==> src/rtl/core/pivt_pkg.sv <==
// Shared types and constants for the page interval variance tracker.
`default_nettype none
package pivt_pkg;
  localparam int PageEntriesDefault = 1024;
  localparam int ScaleShiftDefault  = 10;
  localparam int IndexWidth = 10;
  localparam int TimeWidth  = 64;
  localparam int CountWidth = 32;
  localparam int StatWidth  = 64;
  localparam int StatusWidth = 2;

  localparam logic [StatusWidth-1:0] ST_INIT   = 2'd0;
  localparam logic [StatusWidth-1:0] ST_SKIP   = 2'd1;
  localparam logic [StatusWidth-1:0] ST_UPDATE = 2'd2;

  localparam logic [CountWidth-1:0] COUNT_MAX = '1;

  // one queued job from the front end to the back end
  typedef struct packed {
    logic [IndexWidth-1:0] page_index;
    logic [TimeWidth-1:0]  timestamp;
  } job_t;
endpackage
`default_nettype wire

==> src/rtl/core/pivt_if.sv <==
// Valid/ready channel interfaces for the tracker.
`default_nettype none
interface pivt_in_if;
  logic        valid;
  logic        ready;
  logic [9:0]  page_index;
  logic [63:0] timestamp;
  modport source (output valid, page_index, timestamp, input ready);
  modport sink   (input valid, page_index, timestamp, output ready);
endinterface

`default_nettype wire

==> src/rtl/core/pivt_queue.sv <==
// Two-entry job queue between the front end and the record engine.
`default_nettype none
module pivt_queue
  import pivt_pkg::*;
(
  input  wire logic clk,
  input  wire logic rst,
  input  wire logic push,
  input  wire job_t push_data,
  output logic      full,
  input  wire logic pop,
  output job_t      pop_data,
  output logic      empty
);
  job_t slots [2];
  logic wptr, rptr;
  logic [1:0] fill;

  assign full = (fill == 2'd2);
  assign empty = (fill == 2'd0);
  assign pop_data = slots[rptr];

  always_ff @(posedge clk) begin
    if (push && !full) begin
      slots[wptr] <= push_data;
    end
    if (rst) begin
      wptr <= 1'b0;
      rptr <= 1'b0;
      fill <= 2'd0;
    end else begin
      if (push && !full) wptr <= ~wptr;
      if (pop && !empty) rptr <= ~rptr;
      fill <= fill + {1'b0, push && !full} - {1'b0, pop && !empty};
    end
  end
endmodule
`default_nettype wire

==> src/rtl/core/pivt_front.sv <==
// Front end: takes input beats and queues them as jobs.
`default_nettype none
module pivt_front
  import pivt_pkg::*;
(
  input  wire logic  clk,
  input  wire logic  rst,
  pivt_in_if.sink    src,
  input  wire logic  hold,
  input  wire logic  job_pop,
  output logic       job_valid,
  output job_t       job
);
  logic full, empty;
  job_t in_job;
  assign in_job = '{page_index: src.page_index, timestamp: src.timestamp};
  assign src.ready = !full && !hold && !rst;
  assign job_valid = !empty;

  pivt_queue u_queue (
    .clk(clk), .rst(rst),
    .push(src.valid && src.ready), .push_data(in_job), .full(full),
    .pop(job_pop), .pop_data(job), .empty(empty)
  );
endmodule
`default_nettype wire

==> src/flat_wrapper.sv <==
// flat-port wrapper written by rule: the top's interface ports become plain ports
module pivt_front_flat import pivt_pkg::*;
  (clk, rst, hold, job_pop, job_valid, job, src_valid, src_page_index, src_timestamp, src_ready);
  pivt_in_if src_i ();
  input  wire logic clk;
  input  wire logic rst;
  input  wire logic hold;
  input  wire logic job_pop;
  output logic job_valid;
  output job_t job;
  input wire logic [$bits(src_i.valid)-1:0] src_valid;
  input wire logic [$bits(src_i.page_index)-1:0] src_page_index;
  input wire logic [$bits(src_i.timestamp)-1:0] src_timestamp;
  output wire logic [$bits(src_i.ready)-1:0] src_ready;
  assign src_i.valid = src_valid;
  assign src_i.page_index = src_page_index;
  assign src_i.timestamp = src_timestamp;
  assign src_ready = src_i.ready;
  pivt_front u_core (.clk(clk), .rst(rst), .src(src_i), .hold(hold), .job_pop(job_pop), .job_valid(job_valid), .job(job));
endmodule
==> config.mk <==
export PLATFORM = sky130hd
export DESIGN_NAME = pivt_front_flat
export DESIGN_NICKNAME = d
export VERILOG_FILES = /design/src/rtl/core/pivt_pkg.sv /design/src/rtl/core/pivt_if.sv /design/src/rtl/core/pivt_queue.sv /design/src/rtl/core/pivt_front.sv /design/src/flat_wrapper.sv
export SDC_FILE = /design/constraint.sdc
export NUM_CORES = 1
export LEC_CHECK = 0
export ABC_AREA = 1
export BUFFER_PORTS_ARGS = -buffer_cell sky130_fd_sc_hd__buf_4
export CAP_MARGIN = 25
export CORE_MARGIN = 4
export CORE_UTILIZATION = 47
export CTS_CLUSTER_DIAMETER = 40
export DETAILED_ROUTE_END_ITERATION = 10
export PLACE_DENSITY_LB_ADDON = 0.2
export SYNTH_ARGS = -nofsm -noshare
export SYNTH_HDL_FRONTEND = slang
export SYNTH_HIERARCHICAL = 1
export SYNTH_SLANG_ARGS = --single-unit
==> constraint.sdc <==
create_clock -name clk -period 4.8 [get_ports clk]
set_input_delay 0.72 -clock clk [delete_from_list [all_inputs] [get_ports clk]]
set_output_delay 0.72 -clock clk [all_outputs]
set_load 0.01 [all_outputs]
Word-level counts from Yosys, hierarchy flattened. Memories as Yosys holds them, arrays and structs flattened. A register that Yosys moved wholly into a read port is not among the register bits. Index checks and enable logic that the tools add are counted.

Register bits: 4. Bits in writable memories: 148. Input bits: 79. Output and inout bits: 76. Word-level logic and storage cells: 23. Memories: 1.

Memories: u_core.u_queue.slots (words 2, bits a word 74, read ports 1, clocked after memory_dff 1, wr ports 1, RTL line pivt_queue.sv:15) `job_t slots [2];`.

Add/subtract/negate cells: 2. Equal/unequal tests: 1. Mux-type cells: 4. Bitwise logic cells: 2. Reductions and logical operators: 10.

Operators by type and width (number): 1-bit logical AND (5); 1-bit logical NOT (4); 1-bit two-way mux (4); 2-bit by 1-bit adder with 2-bit output (1); 2-bit equality test (second input constant) (1); 2-bit logical NOT (1); 1-bit inverter (2); 2-bit by 1-bit subtractor with 2-bit output (1).

Logic depth before layout (Yosys ltp).
Word-level depth: 8. Depth in mapped cells: 15. Mapped depth without buffers: 15.

Hierarchy. Netlist, hierarchy kept.

Modules (own cells, without submodules): pivt_queue (times used 1, cells an instance 269, area each 5838.1 um^2); pivt_front (times used 1, cells an instance 7, area each 28.8 um^2).

Worst setup path before layout. No wires, ideal clock.

Kind: input-to-reg. Start point: input hold. End point: memory u_core/u_queue/slots[0][0] (netlist bit), enable pin. Setup time: 506 ps. Arrival time: 4161 ps. Path slack: 133 ps. Stages on the path: 5. Path buffers: 0. Cell sequence: nor2_1 -> nand2_1 -> nor2_2 -> nand2_1 -> nor2_1.

Cells in the longest elaborated chain, start to end: 7.

RTL lines: from (decl) (RTL line flat_wrapper.sv:7) `input wire logic hold;`; 1-bit logical NOT (RTL line pivt_front.sv:17) `assign src.ready = !full && !hold && !rst;`; 1-bit logical AND (2 in series) (RTL line pivt_front.sv:17); 1-bit logical AND (RTL line pivt_front.sv:22) `.push(src.valid && src.ready), .push_data(in_job), .full(full),`; 1-bit logical AND (RTL line pivt_queue.sv:24) `if (push && !full) begin`; 1-bit two-way mux (RTL line pivt_queue.sv:24); 1-bit two-way mux (not written as such) (RTL line pivt_queue.sv:25) `slots[wptr] <= push_data;`; to (decl) (RTL line pivt_queue.sv:15).

Every way passes these cells.

==> reports/results.ini <==
[outcome]
status=completed

[pwr]
worst_ir_drop_vdd_v=0.0004278
power-per-cell-area_mw_per_mm2=484.3
leakagePower_uw=0.003067

[flow_run]
max-cap-violations=0

[min_path]
min_from=rst
hold_path_class=input port to register
hold-path-cell-count=2
hold_end=u_core/u_queue/fill[0]

[worst_setup_path]
startpoint_type=register
critPathArrivalTime_ns=2.48
critical_path_peak_fanout=52
crit_slowest_cell=sky130_fd_sc_hd__dfxtp_4
cp_cell_sequence=buf_4, mux2_2, buf_4
cp-end-kind=output pin
critPathRequiredTime_ns=4.08
reg2reg_to=u_core/u_queue/slots[1][65]
ff2ff_setup_slack_ns=2.34
r2r_cells=9
critical_path.max_stage_delay_ns=0.95
crit_path_frequent_cell=sky130_fd_sc_hd__buf_4
worst_r2r_startpoint=u_core/u_queue/fill[0]
crit_type=register to output pin

[synth]
synth_area_per_cell_sq_um=21.26
yosysTopAreaCellShare_pct=75.75
syn_nets=357
netlist_instances=276
synth.yosys.warnings=6
yosys.area.top_type=sky130_fd_sc_hd__edfxtp_1
synth_sequential_area_ratio_pct=77.46
synth.area.top_cells=sky130_fd_sc_hd__edfxtp_1 (76%), sky130_fd_sc_hd__mux2_4 (15%), sky130_fd_sc_hd__mux2_2 (2.7%)
syn-cell-area_sq_mm=0.005867
synth-seq-cells=153
yosysUniqueCellTypes=13

[route]
wl_met2_mm=5.023
total_length_of_routed_wires_mm=10.04
route.detailed.drc=0
routed-via-count=2910
wl_per_cell_microns=16.04
detail_route.vias_per_cell=4.649
m1_wl_mm=4.054
antenna_left=0
dr.max_layer_used=met4
drtPass1Iterations=4
detail_route.iter0.violations=104
dr_wl_met3_microns=737

[floorplan]
floorplan_die_area_sq_mm=0.01433
floorplan.io_pins=155
die_w_microns=119.7
core_area_sq_mm=0.01211
floorplan.initialDensity_pct=48.44
chipHeight_microns=119.7
std_cell_rows=40

[place]
place.detailed.hpwl_mm=6.735
place_congestion=0.7583
portBuffers=154
detailedPlace.worstSlack_ns=1.890

[global_route]
largest_net_degree_at_the_start_of_global_routing=53
antenna_found_initial=0
globalRouteOverflowTotal=0
global_route_wire_length_before_repair_mm=15.38
number_of_global_route_vias_before_repair=3082
grt_use_total_pct=14.29

[timing]
worst_clock_skew_ns=0.004601
tightest_slew_ns=0.9415
rsz0062_at_grt=false
timing.final.setup_violations=0
fmaxAchievable_mhz=312.8
slew_viol_final=0
post-route-worst-setup-slack_ns=1.603
relSlewSlack_pct=37.23
timing.final.crit_share_pct=66.60
period_minus_slack_ns=3.197
final.setup.tns_ns=0
timing_hold_violations_final=0

[layout]
post-route-util_pct=64.61
antennaDiodeCount=0
area_growth_pct=33.38
multi_input_area_sq_mm=0.001194
num-fill-cells=868
nNetsFinal=527
sequential_cell_area_sq_mm=0.004548
layout_cells_sized_above_1_pct=57.21

[clock_tree]
cts_hold_repair.buffers=0
worst_skew_pair.late_latency_ns=0.41
post_cts.repair.setup_buffers=0
worst_setup_hold_path_clk_slew_ns=0.05
clk_root_buffer_cell=sky130_fd_sc_hd__clkbuf_16
post_cts_resize_count=0
cts-htree-levels=4
ctsLongestPathBuffers=2
cts.sinks=153
cts-buffers-inserted=17
cts_tree=yes

-- report_power, final --
part	switching (uW)	internal (uW)	leakage (uW)	total (uW)
clock network	461	908	0.000301	1370
registers	90.5	1550	0.00138	1640
logic	304	475	0.00138	778
-- critical path, delay by kind of cell (launching register included) --
kind	cells	cell delay, ns
DFF	1	0.95
buffers and inverters	2	0.66
muxes	1	0.39
-- sequential cells by signal (all words and copies together), names as in the netlist, named ones only --
register / count
u_core/u_queue/slots: 148
u_core/u_queue/fill: 2
u_core/u_queue/wptr: 1
u_core/u_queue/rptr: 1
-- metal layers --
layer | track usage (%) | up-vias
li1 | - | 1397
met1 | 16.05 | 1393
met2 | 23.94 | 104
met3 | 5.467 | 16
met4 | 6.943 | 0
met5 | 0 | -
-- placed cells by master (no fill, tap or decap), drive strengths merged, types with 3 or more instances in the layout --
master,instances
buf,159
edfxtp,148
mux2,74
clkbuf,19
inv,13
nor2,11
nand2,9
clkinv,8
bufinv,5
dfxtp,5
nand3,3
-- metrics by stage --
step	hold WS [ns]	total power, uW	instance area (sq um)	std cells
3_5_place_dp	0.5004	2460	7192	594
2_1_floorplan	0.4675	2138	5867	276
3_3_place_gp	0.4897	2446	7192	594
4_1_cts	0.4747	3832	7805	625
6_report	0.4946	3789	7825	626
5_1_grt	0.4712	3956	7825	626
-- synthesized netlist by cell type, drive strengths merged --
cell / number
ha: 2
inv: 14
edfxtp: 148
nand2: 9
nor2: 11
buf: 8
nand3: 3
a21oi: 2
dfxtp: 5
mux2: 74
-- cell type report --
class                           instances  area share (%)
Clock buffer                           19           5.532
Clock inverter                         12           2.303
Inverter                               14          0.6876
Multi-Input combinational cell        101           15.25
Sequential cell                       153           58.12
Tap cell                              168           2.686
Timing Repair Buffer                  159           15.41
-- logic make-up after synthesis --
logic type                 count (synthesis)  share of synthesized area [%]
DFF                                      153                          77.46
muxes                                     74                          18.04
and+or+nand+nor                           23                          1.578
buffers and inverters                     22                          2.325
AOI/OAI and AO/OA                          2                         0.1706
adders and majority gates                  2                         0.4265
-- how the worst max path moves through the flow --
stage	from	endpoint	slack (ns)
2_1_floorplan	hold	u_core/u_queue/slots[0][0]	0.13
3_3_place_gp	hold	u_core/u_queue/slots[0][16]	1.99
3_5_place_dp	hold	u_core/u_queue/slots[0][20]	1.89
4_1_cts	register	job[1]	1.57
5_1_grt	register	job[2]	1.49
6_report	register	job[1]	1.60
(Power assumes the default switching activity.)
